**src/rtl/split_block_bloom_filter_macros.svh**
```systemverilog
`ifndef SPLIT_BLOCK_BLOOM_FILTER_MACROS_SVH
`define SPLIT_BLOCK_BLOOM_FILTER_MACROS_SVH

// Same-cycle implication, checked outside reset
`define SBBF_ASSERT_NOW(lbl, clk, rst_n, ante, cons) \
    lbl: assert property (@(posedge clk) disable iff (!(rst_n)) (ante) |-> (cons)) \
        else $error("sbbf: same-cycle check failed");

// Next-cycle implication, checked outside reset
`define SBBF_ASSERT_NEXT(lbl, clk, rst_n, ante, cons) \
    lbl: assert property (@(posedge clk) disable iff (!(rst_n)) (ante) |=> (cons)) \
        else $error("sbbf: next-cycle check failed");

`endif

```
**src/rtl/sbbf_pkg.sv**
```systemverilog
`default_nettype none

package sbbf_pkg;

    localparam int MAX_BLOCKS = 1024;
    localparam int BLK_W      = (MAX_BLOCKS > 1) ? $clog2(MAX_BLOCKS) : 1;
    localparam int NB_W       = 11;
    localparam int CNT_W      = $clog2(MAX_BLOCKS + 1);
    localparam int NBE_W      = (CNT_W > NB_W) ? CNT_W : NB_W;
    localparam int WORDS      = 8;
    localparam int WORD_W     = 32;
    localparam int BLOCK_W    = WORDS * WORD_W;
    localparam int MASK_SHIFT = 27;
    localparam int POS_W      = WORD_W - MASK_SHIFT;
    localparam int HASH_W     = 64;
    localparam int HALF_W     = HASH_W / 2;

    localparam logic [WORD_W-1:0] SALT [WORDS] = '{
        32'h47b6137b, 32'h44974d91, 32'h8824ad5b, 32'ha2b7289d,
        32'h705495c7, 32'h2df1424b, 32'h9efc4947, 32'h5c6bfb31
    };

    typedef enum logic [1:0] {
        ST_CLEAR,
        ST_IDLE,
        ST_READ,
        ST_EVAL
    } t_state;

    localparam logic OP_INSERT = 1'b0;
    localparam logic OP_QUERY  = 1'b1;

    typedef logic [WORDS-1:0][POS_W-1:0] t_pos;

    // controller -> datapath
    typedef struct packed {
        logic clr_en;
        logic capture;
        logic mem_write;
        logic load_result;
    } t_cmd;

    // datapath -> controller
    typedef struct packed {
        logic clr_last;
        logic is_query;
        logic out_blocked;
    } t_sts;

    // bit position within word i: top bits of the low 32 bits of key * salt
    function automatic logic [POS_W-1:0] salt_pos(input logic [WORD_W-1:0] key,
                                                  input int unsigned idx);
        logic [WORD_W-1:0] prod;
        prod = key * SALT[idx];
        return prod[WORD_W-1 -: POS_W];
    endfunction

    function automatic logic [BLOCK_W-1:0] make_mask(input t_pos pos);
        logic [BLOCK_W-1:0] mask;
        for (int i = 0; i < WORDS; i++) begin
            mask[i*WORD_W +: WORD_W] = WORD_W'(1) << pos[i];
        end
        return mask;
    endfunction

endpackage

`default_nettype wire

```
**src/rtl/sbbf_ctrl.sv**
```systemverilog
`default_nettype none

module sbbf_ctrl (
    input  wire logic            i_clk,
    input  wire logic            i_rst_n,
    input  wire logic            i_in_valid,
    input  wire sbbf_pkg::t_sts  i_sts,
    output logic                 o_in_ready,
    output sbbf_pkg::t_cmd       o_cmd
);

    sbbf_pkg::t_state r_state;
    sbbf_pkg::t_state n_state;

    always_ff @(posedge i_clk) begin
        if (!i_rst_n) begin
            r_state <= sbbf_pkg::ST_CLEAR;
        end else begin
            r_state <= n_state;
        end
    end

    always_comb begin
        n_state = r_state;
        case (r_state)
            sbbf_pkg::ST_CLEAR: begin
                if (i_sts.clr_last) n_state = sbbf_pkg::ST_IDLE;
            end
            sbbf_pkg::ST_IDLE: begin
                if (i_in_valid) n_state = sbbf_pkg::ST_READ;
            end
            sbbf_pkg::ST_READ: begin
                n_state = sbbf_pkg::ST_EVAL;
            end
            sbbf_pkg::ST_EVAL: begin
                // a query holds here until the result register frees up
                if (!i_sts.is_query || !i_sts.out_blocked) n_state = sbbf_pkg::ST_IDLE;
            end
            default: n_state = sbbf_pkg::ST_CLEAR;
        endcase
    end

    always_comb begin
        o_in_ready        = 1'b0;
        o_cmd.clr_en      = 1'b0;
        o_cmd.capture     = 1'b0;
        o_cmd.mem_write   = 1'b0;
        o_cmd.load_result = 1'b0;
        case (r_state)
            sbbf_pkg::ST_CLEAR: begin
                o_cmd.clr_en = 1'b1;
            end
            sbbf_pkg::ST_IDLE: begin
                o_in_ready    = 1'b1;
                o_cmd.capture = i_in_valid;
            end
            sbbf_pkg::ST_READ: begin
            end
            sbbf_pkg::ST_EVAL: begin
                o_cmd.mem_write   = !i_sts.is_query;
                o_cmd.load_result = i_sts.is_query && !i_sts.out_blocked;
            end
            default: begin
            end
        endcase
    end

endmodule

`default_nettype wire

```
**config.mk**
```make
export PLATFORM = sky130hd
export DESIGN_NAME = sbbf_ctrl
export DESIGN_NICKNAME = d
export VERILOG_FILES = /design/src/rtl/split_block_bloom_filter_macros.svh /design/src/rtl/sbbf_pkg.sv /design/src/rtl/sbbf_ctrl.sv
export SDC_FILE = /design/constraint.sdc
export NUM_CORES = 1
export LEC_CHECK = 0
export BUFFER_PORTS_ARGS = -buffer_cell sky130_fd_sc_hd__buf_2
export CAP_MARGIN = 30
export CORE_AREA = 3 3 40 42
export CTS_BUF_LIST = sky130_fd_sc_hd__clkbuf_8
export DETAILED_ROUTE_END_ITERATION = 8
export DIE_AREA = 0 0 43 45
export SLEW_MARGIN = 5
export SYNTH_ARGS = -nofsm -noshare
export SYNTH_HDL_FRONTEND = slang
export SYNTH_SLANG_ARGS = --single-unit
```
**constraint.sdc**
```tcl
create_clock -name i_clk -period 1.75 [get_ports i_clk]
set_clock_uncertainty 0.05 [all_clocks]
set_input_delay 0.2625 -clock i_clk [delete_from_list [all_inputs] [get_ports i_clk]]
set_output_delay 0.2625 -clock i_clk [all_outputs]
set_load 0.01 [all_outputs]
```
# After elaboration in Yosys (flattened, before gate mapping)
# Cells that the tools add are included.
[op_classes]
muxes = 8
reduce_logical = 6
eq_ne = 6
[ops]
columns = ["op", "count"]
rows = [
  ["2-bit two-way mux", 4],
  ["2-bit case mux with 4 select lines", 1],
  ["2-bit inequality test, second input constant", 3],
  ["2-bit == test, second input constant", 2],
  ["1-bit two-way mux", 3],
  ["3-bit AND reduction", 1],
  ["2-bit by 1-bit == test with 1-bit output, second input constant", 1],
  ["1-bit zero test", 2],
  ["2-bit zero test", 1],
  ["1-bit logical AND", 1],
  ["1-bit logical OR", 1],
]
[word_totals]
ff_bits = 2
wordCells = 21
output_inout_bits = 5
input_bits = 6

# Depth between registers and ports, before layout
# Gate-level depths: netlist of run 1.
[logic_depth]
word_depth = 4
ltp_mapped = 5
ltp_nobuf = 5

# Least setup slack after synthesis of run 1
# OpenSTA, ideal clock, no wires.
[synth_timing]
kind = "register to register"
from = "register r_state[1]"
to = "register r_state[0]"
period_less_slack_ps = 1181
slack_ps = 569
required_time_ps = 1628
n_path_buf = 0
path_stages_with_launch = 6
arrival_time_ps = 1060
setup_time_ps = 72
cell_sequence = "dfxtp_1 -> inv_1 -> ha_1 -> inv_1 -> o221ai_2 -> mux2i_1"
[synth_via]
elab_chain_len = 3
elab_cells_between_ends = 9
cone_classes = "6 x eq/ne; 1 x mux; 2 x reduce/logical"
[synth_lines]
columns = ["item", "line", "source"]
rows = [
  ["start: declaration", "sbbf_ctrl.sv:12", "sbbf_pkg::t_state r_state;"],
  ["start signal: assignment", "sbbf_ctrl.sv:17", "r_state <= sbbf_pkg::ST_CLEAR;"],
  ["start signal: assignment", "sbbf_ctrl.sv:19", "r_state <= n_state;"],
  ["2-bit == test (tied with other cells)", "sbbf_ctrl.sv:25", "case (r_state)"],
  ["2-bit inequality test (no line)", "-", ""],
  ["3-bit AND reduction (no line)", "-", ""],
]
# Several ways; a longest one is shown, not always the timed one.
# A chain may end at the register's enable or synchronous reset.

==> run metrics, run 1 <==
initial antenna violation count 0; placer's final routability congestion estimate 0.676; filler cell count 146; # hold bufs at CTS 0; Top Registers r_state x2; largest reg by FF count r_state; max-cap viol count 0; total congestion overflow 0; standard-cell row count 13; Net Count, Synth 32; Yosys cell types 11; starting density of the core 14.2%; ANT nets after route 0; worst setup path startpoint r_state[1]$_SDFFE_PN0P_; clock latency at the later pin of the worst-skew pair 0.21 ns; Die Area 1940 um2; CP Data Arrival Time 1.12 ns; Post-Place Cells 47; standby leakage power 0.155 nW; Hold Path Class primary input to flip-flop; vias 178; detailed-route wire length per cell 8.40 um; count of placed standard cells in the final layout, fillers left out 50; Worst IR Drop VDD 0.449 mV; instance area after placement 251 um2; DRC marker count from the first detailed-route iteration 1; CTS tree yes; worst slew pin tran 0.228 ns; syn_area_per_cell 8.30 um2; post-route minimum period 1.43 ns; largest net degree at the start of global routing 6; Cell Area, Synth 183 um2; DRT Wirelength 420 um; Setup-failing EPs final 0; headroom to the max-slew limit 84.8%; Post-synth ARST share 0%; Worst Setup End Kind output pin; DRC violation count after routing 0; placeable core region 1280 um2; startpoint of the lowest-slack hold path i_rst_n; required time worst endpoint 1.44 ns; Post-synth EDFFs 0; maximum level of the CTS H-tree 1; share of final-layout standard cells stronger than drive strength 1 40.0%; Most used DFF post-synth dfxtp_1; cell type contributing the most total cell area after synthesis ha_1; quantity of I/O buffers inserted on ports 10; fraction of post-synthesis cell area in the top cell type by area 27.4%; number of pins exceeding their max-slew limit in the final report 0; top fanout value on the critical path 3; worst reg2reg path startpoint r_state[0]$_SDFFE_PN0P_; post-route design area 293 um2; fmax 0.700 GHz; worst-case clock buffer depth 2; Yosys warning count 0; clock slew seen by the registers of the worst setup and hold paths 0.03 ns; FF+latch count, synth 2; number of flip-flops under the largest register name 2; total power density per cell area 1760 nW/um2; CTS root buf clkbuf_8; Worst Setup Slack post-DPL 0.518 ns; number of top-level pins 11; outcome finished, final reports clean; Post CTS Setup Buffer Count 0; Seq/Total Area, Yosys 21.9%; final worst hold slack 0.297 ns; Die X 43 um; Area contributors post-synth ha_1, dfxtp_1, mux2i_1; accumulated negative setup slack 0 ns; Layout area overhead 60.3%; number of gates given a new drive strength after cts 0; post-route clock period utilization 81.6%; synthesized instance count 22; Diodes inserted 0; unrepaired setup endpoints after global routing no; TritonCTS buffer count 3; number of global-route vias before repair 182; # nets final 47; height of the die 45 um; overall routing resource usage 5.32%; Via-to-Cell Ratio 3.56; Final Hold Viols 0; global-route wire length before repair 669 um; number of iterations in the first detailed-routing pass 3; clk sink count 2; type of the worst setup path flip-flop to output pin; type of origin of the critical path flip-flop; leading cell types by count after synthesis ha_1, inv_1, nand2_1; worst path setup slack after routing 0.321 ns
## per-stage QoR
step / util, % / power (mW)
after floorplan: - / 0.267
after global placement: 19.6 / 0.335
after detailed placement: 19.6 / 0.337
after CTS: 22.8 / 0.529
after global routing: 22.8 / 0.572
final: 22.8 / 0.515
## kinds of logic after synthesis
group	after synthesis	share of synthesized area, %
AND/OR/NAND/NOR	9	23.3
AO/OA/AOI/OAI	1	8.22
adder cells (fa/ha/maj)	4	27.4
multiplexers	2	11.0
buffers and inverters	4	8.22
flip-flops	2	21.9
## cell usage in the layout, fill, tap and decap left out
cell / n
nand3_1: 1
dfxtp_1: 2
nor2b_1: 1
buf_2: 10
ha_1: 4
and2_1: 1
nor2_1: 1
clkbuf_8: 3
inv_1: 4
nand2_1: 4
o221ai_2: 1
nand2b_1: 1
mux2i_1: 2
## power by group
part | total, mW | internal, mW | switching (mW)
clock network | 0.182 | 0.145 | 0.0365
logic | 0.235 | 0.113 | 0.122
registers | 0.0984 | 0.0710 | 0.0274
total | 0.515 | 0.329 | 0.186
## worst max-delay path, stage by stage, from the launching register on
cell     delay, ns
dfxtp_1       0.35
inv_1         0.09
ha_1          0.21
and2_1        0.13
buf_2         0.13
## per-layer routing
metal,up-vias,share of wire [%],GRT usage (%)
met5,-,0,0
met4,0,3.8,9.04
met3,2,14,1.59
met2,13,35,6.89
met1,68,47,5.28
li1,95,-,-
## layout make-up
class / instances / area, um2 / area share, %
well taps: 15 / 18.8 / 6.41
repair buffers: 10 / 50.0 / 17.1
multi-input cells: 16 / 128 / 43.6
clock buffers: 3 / 41.3 / 14.1
inverters: 4 / 15.0 / 5.13
flip-flops and latches: 2 / 40.0 / 13.7
## path summary, 6_finish.rpt
| check | to | slack (ns) | depth (start not counted) |
|---|---|---|---|
| max reg2reg | r_state[0]$_SDFFE_PN0P_ | 0.53 | 4 |
| min reg2reg | r_state[1]$_SDFFE_PN0P_ | 0.45 | 2 |
| max | o_cmd[2] | 0.32 | 4 |
| min | r_state[1]$_SDFFE_PN0P_ | 0.30 | 3 |
Power figures use the tool's default switching activity.
==> inputs of run 2 (changes only) <==
Clock period 1.75 ns to 1.2 ns, I/O delays scaled along.
==> run metrics, run 2 (synthesis gave the netlist of run 1 again) <==
final worst hold slack 0.214 ns; CTS tree yes; total power density per cell area 2670 nW/um2; placer's final routability congestion estimate 0.616; Die Area 1940 um2; unrepaired setup endpoints after global routing yes; Cell Chain, Critical Path buf_6 -> ha_4 -> nor2b_1 -> buf_2; worst path bufs/invs 2; Worst Setup Slack post-DPL -0.0144 ns; max-cap viol count 0; post-route clock period utilization 105%; number of global-route vias before repair 167; clock slew seen by the registers of the worst setup and hold paths 0.03 ns; starting density of the core 14.2%; clock latency at the later pin of the worst-skew pair 0.21 ns; CTS root buf clkbuf_8; type of the worst setup path flip-flop to output pin; height of the die 45 um; Layout Utilization 30.7%; quantity of I/O buffers inserted on ports 10; DRC violation count after routing 0; hold path cells 3; TritonCTS buffer count 3; cell depth of the worst flop-to-flop path 5; Setup-failing EPs final 3; DRC marker count from the first detailed-route iteration 1; cell class contributing the biggest share of worst-path delay flip-flops; largest reg by FF count r_state; worst slew pin tran 0.190 ns; fmax 0.791 GHz; headroom to the max-slew limit 87.3%; Via-to-Cell Ratio 3.85; required time worst endpoint 0.97 ns; FF-to-FF End r_state[0]$_SDFFE_PN0P_; instance area after placement 259 um2; Hold Path Sink r_state[1]$_SDFFE_PN0P_; outcome finished with violations; share of final-layout standard cells stronger than drive strength 1 74.4%; Worst IR Drop VDD 0.885 mV; worst-case clock buffer depth 2; vias 208; max incr delay on CP 0.32 ns; global-route wire length before repair 676 um; detailed-route wire length per cell 8.70 um; initial antenna violation count 0; Hold Path Class primary input to flip-flop; placeable core region 1280 um2; met3 layer wire length in the routed design 70 um; DRT Wirelength 470 um; post-route design area 394 um2; Int Power 676 uW; combinational share of power 58.6%; CP Data Arrival Time 1.03 ns; Reg power frac 16.7%; number of flip-flops under the largest register name 2; number of pins exceeding their max-slew limit in the final report 0; Diodes inserted 0; # nets final 51; worst reg2reg path startpoint r_state[0]$_SDFFE_PN0P_; failing checks negative setup slack; Layout area overhead 116%; half-perimeter wire length after detailed placement 297 um; Post-Place Cells 48; Final Hold Viols 0; Die X 43 um; Routed met1 length 165 um; ANT nets after route 0; worst path setup slack after routing -0.0643 ns; total congestion overflow 0; count of placed standard cells in the final layout, fillers left out 54; post-route minimum period 1.26 ns; clock share of power 24.7%; Critical-path top delay cell dfxtp_2; number of top-level pins 11; accumulated negative setup slack -0.152 ns; number of iterations in the first detailed-routing pass 2; maximum level of the CTS H-tree 1; Worst Setup End Kind output pin; Net Sw Frac 35.9%; startpoint of the lowest-slack hold path i_rst_n; top fanout value on the critical path 3; overall routing resource usage 5.23%; met2 wirelength from detailed routing 235 um; filler cell count 146; type of origin of the critical path flip-flop; most frequent standard cell in the layout excluding fill and tap cells buf_2; clk sink count 2; standby leakage power 0.178 nW; minimum setup slack among reg-to-reg paths 0.05 ns; Net Switching 378 uW; Top Registers r_state x2; top layer used by detailed routing met3; largest net degree at the start of global routing 5; standard-cell row count 13; Power Total 1.05 mW
-- run 2: worst max path at each step --
stage	start	to	slack [ns]	cells after the start
5_1_grt	r_state[1]$_SDFFE_PN0P_	o_cmd[0]	-0.10	5
6_report	r_state[1]$_SDFFE_PN0P_	o_cmd[1]	-0.06	4
3_3_place_gp	r_state[0]$_SDFFE_PN0P_	r_state[0]$_SDFFE_PN0P_	-0.006	4
2_1_floorplan	r_state[1]$_SDFFE_PN0P_	r_state[0]$_SDFFE_PN0P_	0.02	5
3_5_place_dp	r_state[0]$_SDFFE_PN0P_	r_state[0]$_SDFFE_PN0P_	-0.01	4
4_1_cts	r_state[1]$_SDFFE_PN0P_	o_cmd[1]	-0.07	4
-- run 2: layout make-up --
class                           instances  area (um2)  share of cell area (%)
Clock buffer                            3        41.3                    10.5
Inverter                                4        15.0                    3.81
Multi-Input combinational cell         16         184                    46.7
Sequential cell                         2        45.0                    11.4
Tap cell                               15        18.8                    4.76
Timing Repair Buffer                   14        90.1                    22.9
-- run 2: tightest hold or removal path, cell delays in order --
cell	delay, ns
buf_2	0.12
nand2_1	0.06
mux2i_1	0.06
-- run 2: layer usage --
metal	vias to the layer above	track usage (%)
met1	94	5.74
met3	0	5.18
met2	11	5.99
li1	103	-
met4	0	3.61
met5	-	0
-- run 2: power by group through the flow --
stage / Sequential [mW] / Combinational [mW] / Clock [mW]
floorplan: 0.133 / 0.257 / 0
global placement: 0.140 / 0.369 / 0
detailed placement: 0.140 / 0.376 / 0
CTS: 0.177 / 0.475 / 0.270
global route: 0.181 / 0.693 / 0.274
finish: 0.176 / 0.618 / 0.260
-- run 2: what timing repair did --
item                                   in CTS  in global routing
resized for setup                          11                  7
endpoints found under the hold margin       0                  0
hold buffers                                0                  0
pin swaps                                   1                  4
setup endpoints to repair                   6                  5
setup buffers                               2                  1
==> inputs of run 3 (changes only) <==
Settings changed: CORE_AREA 3 3 40 42 to 2 2 39 41, DIE_AREA 0 0 43 45 to 0 0 41 43, RECOVER_POWER from default to 50.
==> run metrics, run 3 (synthesis gave the netlist of run 1 again) <==
outcome finished with violations; failing checks negative setup slack; global-route wire length before repair 703 um; type of the worst setup path flip-flop to output pin; cell depth of the worst flop-to-flop path 5; vias 194; number of global-route vias before repair 198; Cell Chain, Critical Path inv_4 -> ha_4 -> and2_4 -> buf_6; Worst Setup End Kind output pin; accumulated negative setup slack -0.0600 ns; detailed-route wire length per cell 8.13 um; total congestion overflow 0; Layout area overhead 93.2%; Hold Path Class primary input to flip-flop; unrepaired setup endpoints after global routing yes; Die Area 1760 um2; headroom to the max-slew limit 85.2%; overall routing resource usage 6.11%; DRC marker count from the first detailed-route iteration 1; Net Switching 319 uW; # nets final 49; Via-to-Cell Ratio 3.66; clk sink count 2; final worst hold slack 0.202 ns; Die X 41 um; cell class contributing the biggest share of worst-path delay flip-flops; largest reg by FF count r_state; placeable core region 1380 um2; post-route minimum period 1.24 ns; CP Data Arrival Time 1.01 ns; initial antenna violation count 0; height of the die 43 um; minimum setup slack among reg-to-reg paths 0.03 ns; Diodes inserted 0; Net Sw Frac 35.4%; Top Registers r_state x2; worst reg2reg path startpoint r_state[1]$_SDFFE_PN0P_; largest net degree at the start of global routing 5; standard-cell row count 14; filler cell count 160; Worst IR Drop VDD 0.669 mV; count of placed standard cells in the final layout, fillers left out 53; Hold Path Sink r_state[1]$_SDFFE_PN0P_; worst path bufs/invs 2; CTS tree yes; DRT Wirelength 431 um; required time worst endpoint 0.97 ns; Critical-path top delay cell dfxtp_4; number of top-level pins 11; number of flip-flops under the largest register name 2; clock latency at the later pin of the worst-skew pair 0.21 ns; Reg power frac 21.3%; number of pins exceeding their max-slew limit in the final report 0; startpoint of the lowest-slack hold path i_rst_n; DRC violation count after routing 0; post-route clock period utilization 104%; share of final-layout standard cells stronger than drive strength 1 59.5%; Final Hold Viols 0; TritonCTS buffer count 3; FF-to-FF End r_state[1]$_SDFFE_PN0P_; standby leakage power 0.168 nW; clock slew seen by the registers of the worst setup and hold paths 0.03 ns; Int Power 583 uW; ANT nets after route 0; worst path setup slack after routing -0.0437 ns; # hold bufs at CTS 0; type of origin of the critical path flip-flop; placer's final routability congestion estimate 0.606; max-cap viol count 0; max incr delay on CP 0.36 ns; starting density of the core 13.2%; clock share of power 28.6%; quantity of I/O buffers inserted on ports 10; Setup-failing EPs final 3; Post-Place Cells 48; CTS root buf clkbuf_8; most used cells in the layout excluding fill and tap cells buf_2, nand2_1, inv_1, clkbuf_8; maximum level of the CTS H-tree 1; fmax 0.804 GHz; most frequent standard cell in the layout excluding fill and tap cells buf_2; top fanout value on the critical path 3; worst slew pin tran 0.221 ns; combinational share of power 50.2%; number of iterations in the first detailed-routing pass 5; Layout Utilization 25.5%; worst-case clock buffer depth 2; total power density per cell area 2560 nW/um2; hold path cells 3
[run 3: worst max-delay path by stage]
stage	depth (start not counted)	from	slack (ns)	to
6_report	4	r_state[1]$_SDFFE_PN0P_	-0.04	o_cmd[2]
5_1_grt	4	r_state[1]$_SDFFE_PN0P_	-0.07	o_cmd[2]
4_1_cts	4	r_state[1]$_SDFFE_PN0P_	-0.05	o_cmd[2]
3_5_place_dp	5	r_state[1]$_SDFFE_PN0P_	-0.01	r_state[1]$_SDFFE_PN0P_
3_3_place_gp	5	r_state[1]$_SDFFE_PN0P_	-0.007	r_state[0]$_SDFFE_PN0P_
2_1_floorplan	5	r_state[1]$_SDFFE_PN0P_	0.02	r_state[0]$_SDFFE_PN0P_
[run 3: worst min-delay path, stage by stage]
cell     delay [ns]
buf_2          0.12
nand2_1        0.06
mux2i_1        0.05
[run 3: through the flow]
stage	worst slack [ns]	area [um2]	power, mW
after global placement	-0.00678	253	0.485
after CTS	-0.0478	329	0.858
after detailed placement	-0.0127	253	0.490
after global routing	-0.0739	353	0.992
final	-0.0437	353	0.902
after floorplan	0.0187	183	0.390
[run 3: layout make-up]
type | instances | area, um2 | area share (%)
Clock buffer | 3 | 41.3 | 11.7
Inverter | 4 | 17.5 | 4.96
Multi-Input combinational cell | 16 | 155 | 44.0
Sequential cell | 2 | 47.5 | 13.5
Tap cell | 16 | 20.0 | 5.67
Timing Repair Buffer | 12 | 71.3 | 20.2
[run 3: power groups by stage]
stage               registers, mW  clock network, mW  logic [mW]
finish                      0.192              0.258       0.453
global route                0.200              0.276       0.516
CTS                         0.164              0.269       0.424
detailed placement          0.141                  0       0.349
global placement            0.144                  0       0.341
floorplan                   0.133                  0       0.257
[run 3: what timing repair did]
action / CTS / global route
hold endpoints to repair: 0 / 0
setup endpoints to repair: 7 / 6
buffers inserted: 2 / 0
resized for setup: 7 / 6
pin swaps: 0 / 2
[run 3: layer usage]
| layer | vias to the layer above | routed length [um] | track usage [%] |
|---|---|---|---|
| met2 | 7 | 222 | 8.75 |
| met4 | 0 | 0 | 4.00 |
| met1 | 87 | 174 | 6.69 |
| li1 | 100 | - | - |
| met3 | 0 | 34 | 3.14 |
| met5 | - | 0 | 0 |
